**config.mk**
```make
export PLATFORM = sky130hd
export DESIGN_NAME = prz_post
export DESIGN_NICKNAME = d
export VERILOG_FILES = /design/src/hdl/prz_pkg.sv /design/src/hdl/prz_post.sv
export SDC_FILE = /design/constraint.sdc
export NUM_CORES = 2
export LEC_CHECK = 0
export ABC_CLOCK_PERIOD_IN_PS = 25200
export BUFFER_PORTS_ARGS = -buffer_cell sky130_fd_sc_hd__buf_2
export CAP_MARGIN = 20
export CORE_MARGIN = 2
export CORE_UTILIZATION = 40
export CTS_CLUSTER_DIAMETER = 150
export CTS_CLUSTER_SIZE = 16
export DETAILED_ROUTE_END_ITERATION = 10
export PLACE_DENSITY_LB_ADDON = 0.3
export SYNTH_ARGS = -nofsm -noshare
export SYNTH_HDL_FRONTEND = slang
export SYNTH_SLANG_ARGS = --single-unit
```
**constraint.sdc**
```tcl
create_clock -name clk -period 25.2 [get_ports clk]
set_input_delay 3.78 -clock clk [delete_from_list [all_inputs] [get_ports clk]]
set_output_delay 3.78 -clock clk [all_outputs]
set_load 0.005 [all_outputs]
```
**src/hdl/prz_pkg.sv**
```systemverilog
package prz_pkg;

	// Offset arithmetic: 33-bit exact offset, guard fraction bits, CORDIC word width.
	localparam int GUARD_BITS = 8;
	localparam int DW         = 44;
	localparam int ZW         = 32;
	localparam int TAB_LEN    = 30;

	localparam longint EPS_DENOM = 100000;

	// Inverse CORDIC gain 0.6072529350 in Q0.32, split into 16-bit halves.
	localparam logic [31:0] INV_GAIN = 32'd2608131496;
	localparam logic [15:0] GAIN_HI  = INV_GAIN[31:16];
	localparam logic [15:0] GAIN_LO  = INV_GAIN[15:0];

	// Quarter-turn codes of the coarse rotation.
	localparam logic [1:0] QUAD_0 = 2'd0;
	localparam logic [1:0] QUAD_1 = 2'd1;
	localparam logic [1:0] QUAD_2 = 2'd2;
	localparam logic [1:0] QUAD_3 = 2'd3;

	typedef struct packed {
		logic signed [DW-1:0] x;
		logic signed [DW-1:0] y;
		logic signed [ZW-1:0] z;
	} vec_t;

	// Values that ride alongside the rotation: the base that the offset is
	// added to, z, and whether a rotated offset is added at all.
	typedef struct packed {
		logic signed [31:0] bx;
		logic signed [31:0] by;
		logic [31:0]        pz;
		logic               rot;
	} side_t;

	// atan(2^-i) in units of 2^-32 turn, rounded.
	function automatic logic signed [ZW-1:0] prz_atan(input logic [4:0] idx);
		logic signed [ZW-1:0] a;
		case (idx)
			5'd0:    a = 32'sd536870912;
			5'd1:    a = 32'sd316933406;
			5'd2:    a = 32'sd167458907;
			5'd3:    a = 32'sd85004756;
			5'd4:    a = 32'sd42667331;
			5'd5:    a = 32'sd21354465;
			5'd6:    a = 32'sd10679838;
			5'd7:    a = 32'sd5340245;
			5'd8:    a = 32'sd2670163;
			5'd9:    a = 32'sd1335087;
			5'd10:   a = 32'sd667544;
			5'd11:   a = 32'sd333772;
			5'd12:   a = 32'sd166886;
			5'd13:   a = 32'sd83443;
			5'd14:   a = 32'sd41722;
			5'd15:   a = 32'sd20861;
			5'd16:   a = 32'sd10430;
			5'd17:   a = 32'sd5215;
			5'd18:   a = 32'sd2608;
			5'd19:   a = 32'sd1304;
			5'd20:   a = 32'sd652;
			5'd21:   a = 32'sd326;
			5'd22:   a = 32'sd163;
			5'd23:   a = 32'sd81;
			5'd24:   a = 32'sd41;
			5'd25:   a = 32'sd20;
			5'd26:   a = 32'sd10;
			5'd27:   a = 32'sd5;
			5'd28:   a = 32'sd3;
			5'd29:   a = 32'sd1;
			default: a = 32'sd0;
		endcase
		return a;
	endfunction

endpackage

```
**src/hdl/prz_post.sv**
```systemverilog
module prz_post import prz_pkg::*; (
	input  logic               clk,
	input  logic               arst_n,
	input  logic               in_valid,
	output logic               in_ready,
	input  vec_t               in_vec,
	input  side_t              in_side,
	output logic               out_valid,
	input  logic               out_ready,
	output logic signed [31:0] out_x,
	output logic signed [31:0] out_y,
	output logic [31:0]        out_z,
	output logic               overflow
);

	localparam int MW = DW - 1;
	localparam int PW = MW + 16;
	localparam int RW = PW + 1 - 16 - GUARD_BITS;
	localparam int SW = RW + 2;
	localparam logic [PW:0] RND = (PW+1)'(1) << (15 + GUARD_BITS);

	logic           v_s1, v_s2, v_s3, v_s4;
	logic           rdy_s1, rdy_s2, rdy_s3, rdy_s4;
	side_t          sd_s1, sd_s2, sd_s3;
	logic [MW-1:0]  mx_s1, my_s1;
	logic           nx_s1, ny_s1, nx_s2, ny_s2, nx_s3, ny_s3;
	logic [PW-1:0]  phx_s2, plx_s2, phy_s2, ply_s2;
	logic [RW-1:0]  rx_s3, ry_s3;
	logic signed [31:0] x_s4, y_s4;
	logic [31:0]    z_s4;
	logic           ovf_s4;

	logic signed [DW-1:0] ax, ay;
	logic [DW-1:0]  magx, magy;
	logic [PW:0]    px, py;
	logic signed [SW-1:0] bx, by, sx, sy;
	logic           okx, oky;
	logic signed [31:0] ox, oy;

	assign rdy_s4   = !v_s4 || out_ready;
	assign rdy_s3   = !v_s3 || rdy_s4;
	assign rdy_s2   = !v_s2 || rdy_s3;
	assign rdy_s1   = !v_s1 || rdy_s2;
	assign in_ready = rdy_s1;

	always_ff @(posedge clk or negedge arst_n) begin
		if (!arst_n) begin
			v_s1 <= 1'b0;
			v_s2 <= 1'b0;
			v_s3 <= 1'b0;
			v_s4 <= 1'b0;
		end else begin
			if (rdy_s1) v_s1 <= in_valid;
			if (rdy_s2) v_s2 <= v_s1;
			if (rdy_s3) v_s3 <= v_s2;
			if (rdy_s4) v_s4 <= v_s3;
		end
	end

	// Gain compensation works on magnitudes; the sign is put back at the final add.
	always_comb begin
		ax   = in_vec.x;
		ay   = in_vec.y;
		magx = ax[DW-1] ? DW'(-ax) : DW'(ax);
		magy = ay[DW-1] ? DW'(-ay) : DW'(ay);
	end

	always_ff @(posedge clk) begin
		if (rdy_s1 && in_valid) begin
			mx_s1 <= magx[MW-1:0];
			my_s1 <= magy[MW-1:0];
			nx_s1 <= ax[DW-1];
			ny_s1 <= ay[DW-1];
			sd_s1 <= in_side;
		end
	end

	always_ff @(posedge clk) begin
		if (rdy_s2 && v_s1) begin
			phx_s2 <= PW'(mx_s1) * PW'(GAIN_HI);
			plx_s2 <= PW'(mx_s1) * PW'(GAIN_LO);
			phy_s2 <= PW'(my_s1) * PW'(GAIN_HI);
			ply_s2 <= PW'(my_s1) * PW'(GAIN_LO);
			nx_s2  <= nx_s1;
			ny_s2  <= ny_s1;
			sd_s2  <= sd_s1;
		end
	end

	// The low partial product drops 16 bits; then round half up and drop the guard bits.
	always_comb begin
		px = (PW+1)'(phx_s2) + (PW+1)'(plx_s2 >> 16) + RND;
		py = (PW+1)'(phy_s2) + (PW+1)'(ply_s2 >> 16) + RND;
	end

	always_ff @(posedge clk) begin
		if (rdy_s3 && v_s2) begin
			rx_s3 <= px[PW:16+GUARD_BITS];
			ry_s3 <= py[PW:16+GUARD_BITS];
			nx_s3 <= nx_s2;
			ny_s3 <= ny_s2;
			sd_s3 <= sd_s2;
		end
	end

	always_comb begin
		bx  = SW'(sd_s3.bx);
		by  = SW'(sd_s3.by);
		sx  = nx_s3 ? bx - signed'(SW'(rx_s3)) : bx + signed'(SW'(rx_s3));
		sy  = ny_s3 ? by - signed'(SW'(ry_s3)) : by + signed'(SW'(ry_s3));
		okx = (&sx[SW-1:31]) || !(|sx[SW-1:31]);
		oky = (&sy[SW-1:31]) || !(|sy[SW-1:31]);
		ox  = okx ? sx[31:0] : (sx[SW-1] ? 32'sh80000000 : 32'sh7fffffff);
		oy  = oky ? sy[31:0] : (sy[SW-1] ? 32'sh80000000 : 32'sh7fffffff);
	end

	always_ff @(posedge clk) begin
		if (rdy_s4 && v_s3) begin
			x_s4   <= sd_s3.rot ? ox : sd_s3.bx;
			y_s4   <= sd_s3.rot ? oy : sd_s3.by;
			z_s4   <= sd_s3.pz;
			ovf_s4 <= sd_s3.rot && !(okx && oky);
		end
	end

	assign out_valid = v_s4;
	assign out_x     = x_s4;
	assign out_y     = y_s4;
	assign out_z     = z_s4;
	assign overflow  = ovf_s4;

endmodule
```
; ---- Word-level counts from Yosys, hierarchy flattened
; Index checks and enable logic that the tools add are counted.
[op_classes]
multipliers = 4
n_mux = 10
reduce_logical = 23
n_addsub = 10
[op_table]
columns = cell, count
row1 = $mux W32, 6
row2 = $add A59 B43 Y60, 2
row3 = $add A60 B24 Y60 const B, 2
row4 = $mul A43 B14 Y57 const B, 2
row5 = $mul A43 B13 Y56 const B, 2
row6 = $mux W43, 2
row7 = $neg A43 Y43, 2
row8 = $add A32 B37 Y38, 2
row9 = $mux W38, 2
row10 = $sub A32 B37 Y38, 2
row11 = $reduce_and A7 Y1, 2
row12 = $reduce_or A7 Y1, 2
row13 = $logic_not A1 Y1, 7
row14 = $logic_and A1 B1 Y1, 6
row15 = $logic_or A1 B1 Y1, 6
[totals]
regBits = 782
out_inout_bits = 99
wordCells = 81
in_bits = 221

; ---- Logic depth before layout (Yosys ltp)
[logic_depth]
depth_word = 8
mapped_depth = 26
depth_no_buf = 25

; ---- Worst setup path after synthesis
; Ideal clock, no wire load.
[synth_timing]
path_kind = input -> register
start = in out_ready
end = reg nx_s2 (enable)
arrival_time_ns = 10.618
cell_stages = 3
slack_ns = 13.889
n_path_buf = 0
required_ns = 24.507
setup_ns = 0.693
path_cell_list = nor2b_1 -> nand3_1 -> and2_1
[synth_between]
elab_chain_len = 4
[synth_lines]
columns = element, line_no
row1 = start: declaration, prz_post.sv:9  ; input logic out_ready,
row2 = $logic_or A1 B1 Y1, prz_post.sv:40  ; assign rdy_s4 = !v_s4 || out_ready;
row3 = $logic_or A1 B1 Y1, prz_post.sv:41  ; assign rdy_s3 = !v_s3 || rdy_s4;
row4 = $logic_or A1 B1 Y1, prz_post.sv:42  ; assign rdy_s2 = !v_s2 || rdy_s3;
row5 = $logic_and A1 B1 Y1, prz_post.sv:79  ; if (rdy_s2 && v_s1) begin
row6 = end signal: assignment, prz_post.sv:84  ; nx_s2 <= nx_s1;
row7 = end: declaration, prz_post.sv:26  ; logic nx_s1, ny_s1, nx_s2, ny_s2, nx_s3, ny_s3;
; Every way passes these cells.
; A chain may end at the register's enable or synchronous reset.

; ---- Worst setup path in the final report
[layout_timing]
start = in out_ready
end = out in_ready
[layout_between]
elab_chain_len = 4
[layout_lines]
columns = element, line_no
row1 = $logic_or A1 B1 Y1, prz_post.sv:40
row2 = $logic_or A1 B1 Y1, prz_post.sv:41
row3 = $logic_or A1 B1 Y1, prz_post.sv:42
row4 = $logic_or A1 B1 Y1, prz_post.sv:43  ; assign rdy_s1 = !v_s1 || rdy_s2;
row5 = end: declaration, prz_post.sv:5  ; output logic in_ready,
; Every way passes these cells.

==> metrics.md <==
| Metric | Value |
|---|---|
| Result of the run | completed |
| Gp weighted congestion | 0.915 |
| Drt initial violations | 2,483 |
| Unrepaired setup endpoints after global routing | false |
| Final #Nets | 9,085 |
| GRT Overall Usage | 19.0% |
| Final period util | 33.2% |
| Max-slew violation count | 0 |
| Cell Area, Synth | 74,800 um^2 |
| Syn nets | 8,778 |
| Number of global-route vias before repair | 51,200 |
| Crit end category | output port |
| Final WL | 177,000 um |
| Initial antenna violation count | 2 |
| Residual DRC | 0 |
| Routed wire length per instance | 18.7 um |
| Via count | 47,300 |
| CTS sink cnt | 752 |
| First-pass GRT wire length | 284,000 um |
| Via/cell ratio | 4.99 |
| Final Hold Viols | 0 |
| Clock-pin slew on the worst setup and hold paths | 0.08 ns |
| Synth warn | 0 |
| Post-layout util | 43.6% |
| Die height | 437 um |
| Gates resized, CTS repair | 0 |
| Largest net degree at the start of global routing | 73 |
| Synth Instances | 6,668 |
| Post-synthesis cell type count | 78 |
| Num CTS Buffers | 55 |
| Hold_ws | 0.393 ns |
| Required @ worst endpoint | 21.42 ns |
| Critical path type | primary input to output port |
| FF-to-FF setup slack | 16.90 ns |
| Post-CTS repair timing setup buffer count | 0 |
| Root buf cell | clkbuf_16 |
| Placed Area | 79,400 um^2 |
| Area Overhead vs Synth | 8.16% |
| Hold/Removal Path Class | flop to flop |
| MaxCap Viol Count | 0 |
| Slew margin rel. | 36.0% |
| I/O Pins | 320 |
| Share of layout cells above drive strength 1 | 6.04% |
| Grt ovf | 0 |
| Design Area, Final | 81,000 um^2 |
| Async SR Flop Fraction | 0.532% |
| Die X | 437 um |
| Max frequency | 0.120 GHz |
| Drt first pass iters | 5 |
| Buffers on Ports | 287 |
| Post-CTS Hold Fix Bufs | 0 |
| Synth Area per Inst | 11.2 um^2 |
| Worst Skew | 0.0450 ns |
| Clk buf depth | 3 |
| Final setup fails | 0 |
| Worst-Margin Slew | 0.935 ns |
| Hpwl dp | 149,000 um |
| Row cnt | 158 |
| Register area share after synthesis | 30.1% |
| Crit path launch type | primary input |
| Post-synthesis register bit count | 752 |
| Max FO, Critical Path | 5 |
| Die area | 191,000 um^2 |
| Minimum clock period | 8.36 ns |
| CTS tree | built |
| Initial core utilization | 40.3% |
| Post-synth EDFFs | 748 |
| Worst skew pair latency | 0.72 ns |
| Most used flip-flop cell after synthesis | edfxtp_1 |
| H-tree levels | 2 |
| Antenna viol nets, final | 0 |
| TNS Setup | 0 ns |
| Core area | 186,000 um^2 |
| CP Data Arrival Time | 4.58 ns |
## registers in the layout, summed over array words and instances (netlist names), 43 cells and up
signal / cells
sd_s1: 97
phx_s2: 54
plx_s2: 44
ply_s2: 44
my_s1: 43
mx_s1: 43
phy_s2: 54
sd_s2: 97
## layout by cell type (no fill, tap or decap), types with 164 or more instances in the layout
master / instances
nor2_1: 242
edfxtp_1: 748
fa_1: 940
buf_2: 287
xnor2_1: 345
o21ai_0: 169
a21o_1: 164
nand2_1: 180
inv_1: 1567
ha_1: 949
a21oi_1: 302
## final timing paths
| check | startpoint | to | cells after the start |
|---|---|---|---|
| max | out_ready | in_ready | 4 |
| min | sd_s1[67] | sd_s2[67] | 0 |
| max reg2reg | mx_s1[11] | phx_s2[57] | 25 |
| min reg2reg | sd_s1[67] | sd_s2[67] | 0 |
| max in group asynchronous | arst_n | v_s1 | 1 |
| min in group asynchronous | arst_n | v_s3 | 1 |
## worst max-delay path, cell delays in order
cell and delay [ns]:
buf_2 0.09, nor2b_1 0.34, nand4_1 0.20, buf_2 0.17
## synthesized netlist by cell type (19+ instances only)
cell type	count	area share (%)
nand3_1	68	0.45
o21a_1	47	0.47
xnor2_1	345	4.0
nand2_1	180	0.90
a31oi_1	29	0.24
a211oi_1	31	0.31
nor3_1	72	0.48
nor2b_1	69	0.58
nand4_1	30	0.25
o211ai_1	19	0.19
inv_1	1567	7.9
a21o_1	164	1.6
edfxtp_1	748	30
ha_1	949	16
fa_1	940	25
nor2_1	242	1.2
nand2b_1	45	0.38
xor2_1	122	1.4
and3_1	41	0.34
o21ai_0	169	1.1
o2bb2ai_1	28	0.33
and2_1	30	0.25
a21oi_1	303	2.0
clkbuf_1	54	0.27
or3_1	38	0.32
a311o_1	30	0.40
o21bai_1	42	0.42
o31ai_1	29	0.29
## layout make-up
class                   count  area [um^2]
clock inverters            10          150
inverters                1567         5880
well taps                2480         3100
diodes                      1         2.50
flip-flops and latches    752        22600
repair buffers            312         1620
multi-input cells        4287        46200
fillers                 17500       105000
clock buffers              72         1440
## logic make-up after synthesis
group,Yosys count,share of synthesized area (%)
compound gates,1023,9.04
xor+xnor,467,5.46
fa+ha+maj,1889,41.0
buf+inv,1629,8.17
flops,752,30.1
mux,6,0.0836
simple gates,902,6.09
## per-layer routing
metal  track usage, %  share of wire (%)  up-vias
li1                 -                  -    22700
met1             24.5                 43    23500
met2             33.9                 50      815
met3             1.80                3.5      200
met4             5.23                2.8        0
met5                0                  0        -
## stage by stage
stage,setup WS (ns),cells
after floorplan,13.89,6668
after global placement,16.83,9397
after detailed placement,16.83,9397
after CTS,16.83,9479
after global routing,16.50,9481
final,16.84,9481
Power is not shown: default switching activity piles up to over one toggle a cycle in this logic, so the estimate is an artifact.
