$ cat src/hdl/prz_pkg.sv
package prz_pkg;

	// Offset arithmetic: 33-bit exact offset, guard fraction bits, CORDIC word width.
	localparam int GUARD_BITS = 8;
	localparam int DW         = 44;
	localparam int ZW         = 32;
	localparam int TAB_LEN    = 30;

	localparam longint EPS_DENOM = 100000;

	// Inverse CORDIC gain 0.6072529350 in Q0.32, split into 16-bit halves.
	localparam logic [31:0] INV_GAIN = 32'd2608131496;
	localparam logic [15:0] GAIN_HI  = INV_GAIN[31:16];
	localparam logic [15:0] GAIN_LO  = INV_GAIN[15:0];

	// Quarter-turn codes of the coarse rotation.
	localparam logic [1:0] QUAD_0 = 2'd0;
	localparam logic [1:0] QUAD_1 = 2'd1;
	localparam logic [1:0] QUAD_2 = 2'd2;
	localparam logic [1:0] QUAD_3 = 2'd3;

	typedef struct packed {
		logic signed [DW-1:0] x;
		logic signed [DW-1:0] y;
		logic signed [ZW-1:0] z;
	} vec_t;

	// Values that ride alongside the rotation: the base that the offset is
	// added to, z, and whether a rotated offset is added at all.
	typedef struct packed {
		logic signed [31:0] bx;
		logic signed [31:0] by;
		logic [31:0]        pz;
		logic               rot;
	} side_t;

	// atan(2^-i) in units of 2^-32 turn, rounded.
	function automatic logic signed [ZW-1:0] prz_atan(input logic [4:0] idx);
		logic signed [ZW-1:0] a;
		case (idx)
			5'd0:    a = 32'sd536870912;
			5'd1:    a = 32'sd316933406;
			5'd2:    a = 32'sd167458907;
			5'd3:    a = 32'sd85004756;
			5'd4:    a = 32'sd42667331;
			5'd5:    a = 32'sd21354465;
			5'd6:    a = 32'sd10679838;
			5'd7:    a = 32'sd5340245;
			5'd8:    a = 32'sd2670163;
			5'd9:    a = 32'sd1335087;
			5'd10:   a = 32'sd667544;
			5'd11:   a = 32'sd333772;
			5'd12:   a = 32'sd166886;
			5'd13:   a = 32'sd83443;
			5'd14:   a = 32'sd41722;
			5'd15:   a = 32'sd20861;
			5'd16:   a = 32'sd10430;
			5'd17:   a = 32'sd5215;
			5'd18:   a = 32'sd2608;
			5'd19:   a = 32'sd1304;
			5'd20:   a = 32'sd652;
			5'd21:   a = 32'sd326;
			5'd22:   a = 32'sd163;
			5'd23:   a = 32'sd81;
			5'd24:   a = 32'sd41;
			5'd25:   a = 32'sd20;
			5'd26:   a = 32'sd10;
			5'd27:   a = 32'sd5;
			5'd28:   a = 32'sd3;
			5'd29:   a = 32'sd1;
			default: a = 32'sd0;
		endcase
		return a;
	endfunction

endpackage

$ cat src/hdl/prz_prep.sv
module prz_prep import prz_pkg::*; #(
	parameter int COORD_FRAC_BITS = 16
) (
	input  logic               clk,
	input  logic               arst_n,
	input  logic               in_valid,
	output logic               in_ready,
	input  logic signed [31:0] point_x,
	input  logic signed [31:0] point_y,
	input  logic signed [31:0] point_z,
	input  logic signed [31:0] center_x,
	input  logic signed [31:0] center_y,
	input  logic [15:0]        turn_angle,
	input  logic               about_z,
	output logic               out_valid,
	input  logic               out_ready,
	output vec_t               out_vec,
	output side_t              out_side
);

	// Largest offset magnitude m with m * 100000 < 2^COORD_FRAC_BITS.
	localparam longint EPS_MAX = ((longint'(1) << COORD_FRAC_BITS) - 1) / EPS_DENOM;
	localparam logic signed [32:0] EPS_POS = 33'(EPS_MAX);
	localparam logic signed [32:0] EPS_NEG = -EPS_POS;

	logic               v_s1, v_s2;
	logic               rdy_s1, rdy_s2;
	logic signed [32:0] dx_s1, dy_s1;
	logic [1:0]         q_s1;
	logic [15:0]        res_s1;
	side_t              sd_s1, sd_s2;
	vec_t               vec_s2;

	logic [15:0]        ang_sum;
	logic [1:0]         q_d;
	logic [15:0]        res_d;
	side_t              sd_d;
	logic signed [DW-1:0] gx, gy;
	vec_t               vec_d;
	logic               nzx, nzy;

	assign rdy_s2   = !v_s2 || out_ready;
	assign rdy_s1   = !v_s1 || rdy_s2;
	assign in_ready = rdy_s1;

	// Nearest quarter turn; the residue is the signed remainder in 16-bit units.
	always_comb begin
		ang_sum  = turn_angle + 16'd8192;
		q_d      = ang_sum[15:14];
		res_d    = turn_angle - {q_d, 14'b0};
		sd_d.bx  = about_z ? center_x : point_x;
		sd_d.by  = about_z ? center_y : point_y;
		sd_d.pz  = point_z;
		sd_d.rot = about_z;
	end

	always_ff @(posedge clk or negedge arst_n) begin
		if (!arst_n) begin
			v_s1 <= 1'b0;
			v_s2 <= 1'b0;
		end else begin
			if (rdy_s1) v_s1 <= in_valid;
			if (rdy_s2) v_s2 <= v_s1;
		end
	end

	always_ff @(posedge clk) begin
		if (rdy_s1 && in_valid) begin
			dx_s1  <= {point_x[31], point_x} - {center_x[31], center_x};
			dy_s1  <= {point_y[31], point_y} - {center_y[31], center_y};
			q_s1   <= q_d;
			res_s1 <= res_d;
			sd_s1  <= sd_d;
		end
	end

	always_comb begin
		gx = {{(DW-33-GUARD_BITS){dx_s1[32]}}, dx_s1, {GUARD_BITS{1'b0}}};
		gy = {{(DW-33-GUARD_BITS){dy_s1[32]}}, dy_s1, {GUARD_BITS{1'b0}}};
		unique case (q_s1)
			QUAD_0: begin
				vec_d.x = gx;
				vec_d.y = gy;
			end
			QUAD_1: begin
				vec_d.x = -gy;
				vec_d.y = gx;
			end
			QUAD_2: begin
				vec_d.x = -gx;
				vec_d.y = -gy;
			end
			default: begin
				vec_d.x = gy;
				vec_d.y = -gx;
			end
		endcase
		vec_d.z = {res_s1, 16'b0};
		nzx = (dx_s1 >= EPS_NEG) && (dx_s1 <= EPS_POS);
		nzy = (dy_s1 >= EPS_NEG) && (dy_s1 <= EPS_POS);
	end

	always_ff @(posedge clk) begin
		if (rdy_s2 && v_s1) begin
			vec_s2 <= vec_d;
			// A vanishing offset leaves the center itself as the answer.
			sd_s2  <= '{bx: sd_s1.bx, by: sd_s1.by, pz: sd_s1.pz,
				rot: sd_s1.rot && !(nzx && nzy)};
		end
	end

	assign out_valid = v_s2;
	assign out_vec   = vec_s2;
	assign out_side  = sd_s2;

endmodule

$ cat config.mk
export PLATFORM = sky130hd
export DESIGN_NAME = prz_prep
export DESIGN_NICKNAME = d
export VERILOG_FILES = /design/src/hdl/prz_pkg.sv /design/src/hdl/prz_prep.sv
export SDC_FILE = /design/constraint.sdc
export NUM_CORES = 1
export LEC_CHECK = 0
export ABC_AREA = 0
export BUFFER_PORTS_ARGS = -buffer_cell sky130_fd_sc_hd__clkbuf_2
export CORE_MARGIN = 5
export CORE_UTILIZATION = 57
export CTS_BUF_LIST = sky130_fd_sc_hd__clkbuf_8 sky130_fd_sc_hd__clkbuf_16
export DETAILED_ROUTE_END_ITERATION = 8
export PLACE_DENSITY = 0.83
export SLEW_MARGIN = 20
export SYNTH_ARGS = -nofsm -noshare
export SYNTH_HDL_FRONTEND = slang
export SYNTH_SLANG_ARGS = --single-unit
export TNS_END_PERCENT = 5
$ cat constraint.sdc
create_clock -name clk -period 8.7 [get_ports clk]
set_clock_uncertainty 0.05 [all_clocks]
set_input_delay 1.305 -clock clk [delete_from_list [all_inputs] [get_ports clk]]
set_output_delay 1.305 -clock clk [all_outputs]
set_load 0.05 [all_outputs]
## Word level (Yosys, flattened, before mapping)

Index checks and enable logic that the tools add are counted.

| word-level totals | value |
|---|---|
| output and inout port bits | 219 |
| register bits after elaboration | 384 |

| cells by class | value |
|---|---|
| multiplexer cells | 3 |
| $lt $le $gt $ge | 4 |
| add/sub/neg operators | 6 |
| eq/ne operators | 2 |
| reductions and logical operators | 12 |

Operators by type and width:

| operator | number |
|---|---|
| 88-bit one-hot mux with 3 select lines | 1 |
| 41-bit negation with 44-bit output | 2 |
| 33-bit by 1-bit greater-or-equal comparator with 1-bit output, second input constant | 2 |
| 33-bit by 1-bit <= comparator with 1-bit output, second input constant | 2 |
| 32-bit by 32-bit subtractor with 33-bit output | 2 |
| 32-bit 2-to-1 mux | 2 |
| 16-bit by 14-bit adder with 16-bit output, second input constant | 1 |
| 16-bit subtractor | 1 |
| 1-bit logical AND | 6 |
| 1-bit logical NOT | 3 |
| 2-bit by 1-bit equality test with 1-bit output, second input constant | 1 |
| 2-bit equality test, second input constant | 1 |
| 2-bit logical NOT | 1 |
| 1-bit logical OR | 2 |

## Longest topological paths before layout

Gate-level depths: netlist of the first run.

| depth | value |
|---|---|
| depth in word-level cells | 5 |
| gate-level depth with buffers | 11 |
| gate-level depth less buffers | 11 |

## Worst setup path before layout of the first run

OpenSTA, ideal clock, no wires.

| timing | value |
|---|---|
| path type | input to register |
| from | input out_ready |
| to | register dx_s1[0], enable pin |
| stages on the path | 2 |
| setup time | 562 ps |
| data required time | 8088 ps |
| slack | 2126 ps |
| arrival time | 5962 ps |
| path through | nand3b_1 > and2_1 |

| between the ends | value |
|---|---|
| cells in the longest elaborated chain, start to end | 3 |

Ends and longest elaborated chain:

| element | RTL line | source |
|---|---|---|
| start, declared | prz_prep.sv:16 | `input logic out_ready,` |
| 1-bit logical OR | prz_prep.sv:42 | `assign rdy_s2 = !v_s2 \|\| out_ready;` |
| 1-bit logical OR | prz_prep.sv:43 | `assign rdy_s1 = !v_s1 \|\| rdy_s2;` |
| 1-bit logical AND | prz_prep.sv:68 | `if (rdy_s1 && in_valid) begin` |
| end signal, assigned | prz_prep.sv:69 | `dx_s1 <= {point_x[31], point_x} - {center_x[31], center_x};` |
| end, declared | prz_prep.sv:28 | `logic signed [32:0] dx_s1, dy_s1;` |

No other way between the ends.
A chain may end at the register's enable or synchronous reset.

## Worst setup path after layout of the first run

| timing | value |
|---|---|
| from | input point_x[0] |
| to | register dx_s1[30] (data pin) |

| between the ends | value |
|---|---|
| cells in the longest elaborated chain, start to end | 1 |

Ends and longest elaborated chain:

| element | RTL line | source |
|---|---|---|
| start, declared | prz_prep.sv:8 | `input logic signed [31:0] point_x,` |
| 32-bit by 32-bit subtractor with 33-bit output | prz_prep.sv:69 |  |

No other way between the ends.

==> results.toml, run 1 <==
[synth]
synth.ff_latch_count = 368
yosysTopAreaCell = "edfxtp_1"
synthDistinctLibCells = 67
synthArstFlopShare = 0.005435
ys_seq_area_frac = 0.6001
yosysMostFrequentCell = "edfxtp_1"
syn_area_sq_um = 18400
synth_edf_count = 366
synthFlopType = "edfxtp_1"
synth_top_area_frac = 0.5974
netlist_instances = 1496
ys_top_cells_by_count = "edfxtp_1 (366), nand2_1 (118), a21oi_1 (103), xnor2_1 (101), nor2_1 (99)"
yosysWarnings = 0
synth_area_per_cell_sq_um = 12.30
synth_area_leaders = "edfxtp_1 (60%), xnor2_1 (4.8%), ha_1 (4.8%)"

[final_layout]
nFillCells = 2288
final_layout_size_suffix_gt1_frac = 0.2686
nNetsFinal = 2114
diodes = 0
fin_area_sq_um = 21730
area_growth_pct = 18.09

[critical_path]
path_common_cell = "a21boi_0"
start_kind = "primary input"
critPathSlowestCell = "fa_1"
cp.required_ps = 8920
path_cells = "clkbuf_2, inv_1, ha_1, fa_1, nor2b_1, o211ai_1, a21boi_0, o41a_1, a21boi_0, o31a_1, o21a_1, xnor2_1"
worstPathArrival_ps = 3930
endpoint_kind = "register"
max_stage_delay_ps = 430
crit_fanout = 4
critical_path_class = "primary input to register"

[sta]
period_share = 0.4259
hold_viol = 0
relSlewSlack = 0.3264
fin_setup_tns_ps = 0
grt_setup_unrepaired = "no"
layout_min_cycle_time_ps = 3705
fmax_mhz = 269.9
setup_viol_count_final = 0
worst_slew_pin_slew_ps = 1010
slew_violations = 0
setup_ws_ps = 4995

[drt]
wl_met2_microns = 21720
met1Wirelength_microns = 18360
wl_met3_microns = 3417
first_pass_iters = 5
vias = 12820
drc = 0
vias_per_cell = 5.589
postRouteWirelength_microns = 44790
top_layer = "met4"
drt-initial-drc-count = 900
postRouteAntennaNets = 0
wl_per_cell_microns = 19.53

[cts]
cts_buffers = 39
hold_buffers = 0
htreeDepth = 2
clock_latency_ps = 530
post_cts_buffers = 0
cts_tree = "done"
ctsLongestPathBuffers = 3
root_buffer = "clkbuf_16"
clk_pin_slew_ps = 60
cts.sinks = 368
cts_resized = 0

[flow_run]
max-cap-violations = 0

[global_route]
grt_pass1_vias = 12770
grt_max_degree = 130
grt_remaining_overflow = 0
antenna_found_initial = 0
grt_pass1_wl_microns = 68580
grt_use_total = 0.2397

[floorplan]
core_sq_um = 31720
start_util = 0.5800
die_area_sq_um = 35970
ioPinCount = 400
fp-row-count = 65
die_x_microns = 189.7
fp.dieH_microns = 189.7

[pwr]
worst_ir_drop_vdd_mv = 0.1618
power_density_nw_per_um2 = 229.1
p_leak_uw = 0.008892

[place]
placed_cell_area_sq_um = 20490
dpl.hpwl_microns = 33240
routabilityCongestion = 0.8952
dp_slack_ps = 4573
io_buffer_count = 367

[run_status]
status = "completed"

[min_path]
min_path_type = "register to register"
-- path summary, 6_finish.rpt --
| check | startpoint | end | slack, ps | cells past startpoint |
|---|---|---|---|---|
| hold / removal | res_s1[10]$_DFFE_PP_ | out_vec[26]$_DFFE_PP_ | 370 | 0 |
| max in group asynchronous | arst_n | v_s1$_DFFE_PN0N_ | 7990 | 1 |
| min in group asynchronous | arst_n | out_valid$_DFFE_PN0P_ | 510 | 1 |
| hold reg to reg | res_s1[10]$_DFFE_PP_ | out_vec[26]$_DFFE_PP_ | 370 | 0 |
| setup / recovery | point_x[0] | dx_s1[30]$_DFFE_PP_ | 4990 | 12 |
| setup reg to reg | dx_s1[18]$_DFFE_PP_ | out_vec[72]$_DFFE_PP_ | 5420 | 10 |
-- power by group --
group,switching (uW),internal (uW)
clock,665,936
sequential,95.6,2190
combinational,773,317
-- state kept, by name, indices dropped and copies added, names as in the netlist, 2 cells and up --
signal,count
dy_s1,33
res_s1,16
out_vec,88
sd_s1,97
dx_s1,33
out_side,97
q_s1,2
-- cell usage in the layout, fill, tap and decap left out, types with 19 or more instances in the layout --
cell / n
o21ai_0: 88
a21o_1: 24
clkbuf_16: 39
clkbuf_2: 366
edfxtp_1: 366
nor2b_1: 19
conb_1: 32
mux2_2: 60
inv_1: 110
nand2_1: 118
a21oi_1: 103
ha_1: 70
xor2_1: 44
a31oi_1: 19
xnor2_1: 101
nor2_1: 99
-- per-layer routing --
| layer | GRT usage | vias to the layer above |
|---|---|---|
| li1 | - | 6116 |
| met1 | 0.3167 | 6089 |
| met2 | 0.4031 | 533 |
| met3 | 0.05064 | 77 |
| met4 | 0.07234 | 0 |
| met5 | 0 | - |
-- kinds of logic (layout without fill, tap and decap cells) --
| group | count (synthesis) | after routing | share of synthesized area |
|---|---|---|---|
| other | 1 | 32 | 0.0002038 |
| flip-flops | 368 | 368 | 0.6001 |
| buffers and inverters | 179 | 543 | 0.04332 |
| XOR/XNOR | 145 | 145 | 0.06903 |
| adder cells (fa/ha/maj) | 72 | 72 | 0.04978 |
| multiplexers | 68 | 68 | 0.04244 |
| AO/OA/AOI/OAI | 320 | 320 | 0.1063 |
| AND/OR/NAND/NOR | 343 | 343 | 0.08882 |
-- stage by stage --
stage	instances	power [uW]	util	hold WS, ps
floorplan	1527	3120	-	350.3
global placement	2222	3380	0.6462	350.4
detailed placement	2222	3409	0.6462	354.5
CTS	2293	5013	0.6850	365.2
global route	2293	5190	0.6850	371.6
finish	2293	4977	0.6850	366.3
-- final cells by class --
cell class                 instances  area [sq um]  share of cell area
timing repair buffer             374          1902             0.08754
inverter                          98         367.9             0.01693
tap                              402         503.0             0.02315
clock inverter                    32         255.2             0.01175
multi-input combinational        980          6681              0.3075
clock buffer                      39         975.9             0.04492
sequential                       368         11040              0.5082
-- critical path, delay by kind of cell --
| kind | cells | cell delay [ps] |
|---|---|---|
| AOI/OAI and AO/OA | 6 | 1520 |
| buffers and inverters | 2 | 110 |
| xor gates and xnor gates | 1 | 120 |
| adders and majority gates | 2 | 650 |
| and+or+nand+nor | 1 | 220 |
No activity file was read; power rests on OpenSTA's default activity.
==> run 2: changes to the inputs <==
Settings changed: CORE_UTILIZATION 57 to 55, PLACE_DENSITY 0.83 to 0.81.
Clock period 8.7 ns to 3.79 ns, I/O delays scaled along.
==> run 2 against run 1 <==
Compared with the run above: global-route usage down 1.2 points; hold slack worse by 200 ps; sequential cell count unchanged; critical path depth down 2; final cell count up 2.2%; clock power up 140%; combinational power up 130%; first-iteration DRC count up 6.4%.
==> results.toml, run 2 (synthesis gave the netlist of run 1 again) <==
[place]
dpl.cell_count = 2271
io_buffer_count = 367
dp_slack_ps = 366.7
placed_cell_area_sq_um = 20610
routabilityCongestion = 0.8794
dpl.hpwl_microns = 33120

[pwr]
worst_ir_drop_vdd_mv = 0.3992
power_density_nw_per_um2 = 526.9
finalPower_uw = 11550
p_leak_uw = 0.008943

[critical_path]
cp.required_ps = 4010
critical_path_class = "register to register"
endpoint_kind = "register"
worstPathArrival_ps = 3300
start_kind = "register"
crit_fanout = 14

[final_layout]
nFillCells = 2461
final_layout_size_suffix_gt1_frac = 0.2732
area_growth_pct = 19.19
final_cell_count_no_fill = 2344
nNetsFinal = 2119
final_cell_mix = "edfxtp_1 (366), clkbuf_2 (366), nand2_1 (118), inv_1 (106), a21oi_1 (103)"
fin_area_sq_um = 21930
diodes = 0

[sta]
fin_setup_tns_ps = 0
relSlewSlack = 0.4203
slew_violations = 0
layout_min_cycle_time_ps = 3084
fmax_mhz = 324.3
worst_slew_pin_slew_ps = 861.6
period_share = 0.8136
setup_ws_ps = 706.4
hold_viol = 0
grt_setup_unrepaired = "no"
setup_viol_count_final = 0

[cts]
clk_pin_slew_ps = 60
root_buffer = "clkbuf_16"
cts_buffers = 40
ctsLongestPathBuffers = 3
post_cts_buffers = 0
hold_buffers = 1
cts_tree = "done"
cts_resized = 0
cts.sinks = 368
htreeDepth = 2
clock_latency_ps = 540

[drt]
vias = 12680
drt-initial-drc-count = 958
wl_per_cell_microns = 18.76
vias_per_cell = 5.410
postRouteWirelength_microns = 43960
first_pass_iters = 5
postRouteAntennaNets = 0
drc = 0

[floorplan]
die_area_sq_um = 37210
fp-row-count = 67
core_sq_um = 33280
fp.dieH_microns = 192.9
start_util = 0.5528
ioPinCount = 400
die_x_microns = 192.9

[global_route]
grt_pass1_wl_microns = 66230
grt_use_total = 0.2277
grt_max_degree = 135
grt_pass1_vias = 12490
antenna_found_initial = 0
grt_remaining_overflow = 0

[run_status]
status = "completed"

[min_path]
min_path_type = "primary input to register"

[flow_run]
max-cap-violations = 0
-- run 2: cell types whose count changed in the layout (fill, tap and decap cells not counted), moves of 3 or more --
cell       delta
buf_12        +3
clkbuf_16     +3
inv_1         -4
inv_6         -3
-- run 2: worst max-delay path: stages, from the launching register on --
cell and delay, ps:
edfxtp_1 430, inv_1 100, ha_1 180, or3b_2 500, or3_1 380, nor2_1 180
and3_1 510, nand3_1 150, nand2_1 110, xor2_1 160, o21ai_1 70
-- run 2: cell type report --
cell class / instances / area (sq um) / area share
flip-flops and latches: 368 / 11040 / 0.5035
clock buffers: 44 / 1079 / 0.04919
repair buffers: 378 / 1972 / 0.08993
inverters: 98 / 367.9 / 0.01678
multi-input cells: 980 / 6681 / 0.3047
clock inverters: 28 / 226.5 / 0.01033
well taps: 448 / 560.5 / 0.02556
-- run 2: per-stage QoR --
| step | utilization | hold WS [ps] |
|---|---|---|
| after global routing | 0.6589 | 133.4 |
| after floorplan | - | 222.9 |
| after CTS | 0.6589 | 135.5 |
| after global placement | 0.6193 | 304.2 |
| final | 0.6589 | 161.8 |
| after detailed placement | 0.6193 | 308.0 |
-- run 2: report_power, final --
part	leakage [uW]	total (uW)	internal [uW]	switching (uW)
logic	0.00475	2490	736	1760
clock network	0.000656	3810	2250	1560
registers	0.00354	5250	5020	221
total	0.00894	11600	8010	3540
-- run 2: worst paths after layout --
path	start	to	slack (ps)	cells past startpoint
min in group asynchronous	arst_n	v_s1$_DFFE_PN0N_	310	2
worst max-delay path	dy_s1[1]$_DFFE_PP_	out_vec[68]$_DFFE_PP_	710	10
worst min-delay path	turn_angle[7]	res_s1[7]$_DFFE_PP_	160	1
max in group asynchronous	arst_n	out_valid$_DFFE_PN0P_	3280	2
worst min register to register	sd_s1[67]$_DFFE_PP_	out_side[67]$_DFFE_PP_	360	0
worst max register to register	dy_s1[1]$_DFFE_PP_	out_vec[68]$_DFFE_PP_	710	10
-- run 2: per-layer routing --
layer  share of wire  track usage  routed length [microns]  vias up
met3           0.080      0.05029                     3524       82
met4           0.034      0.07653                     1485        0
met5               0            0                        0        -
met1            0.41       0.2964                    18020     5989
met2            0.48       0.3808                    20940      493
li1                -            -                        -     6118
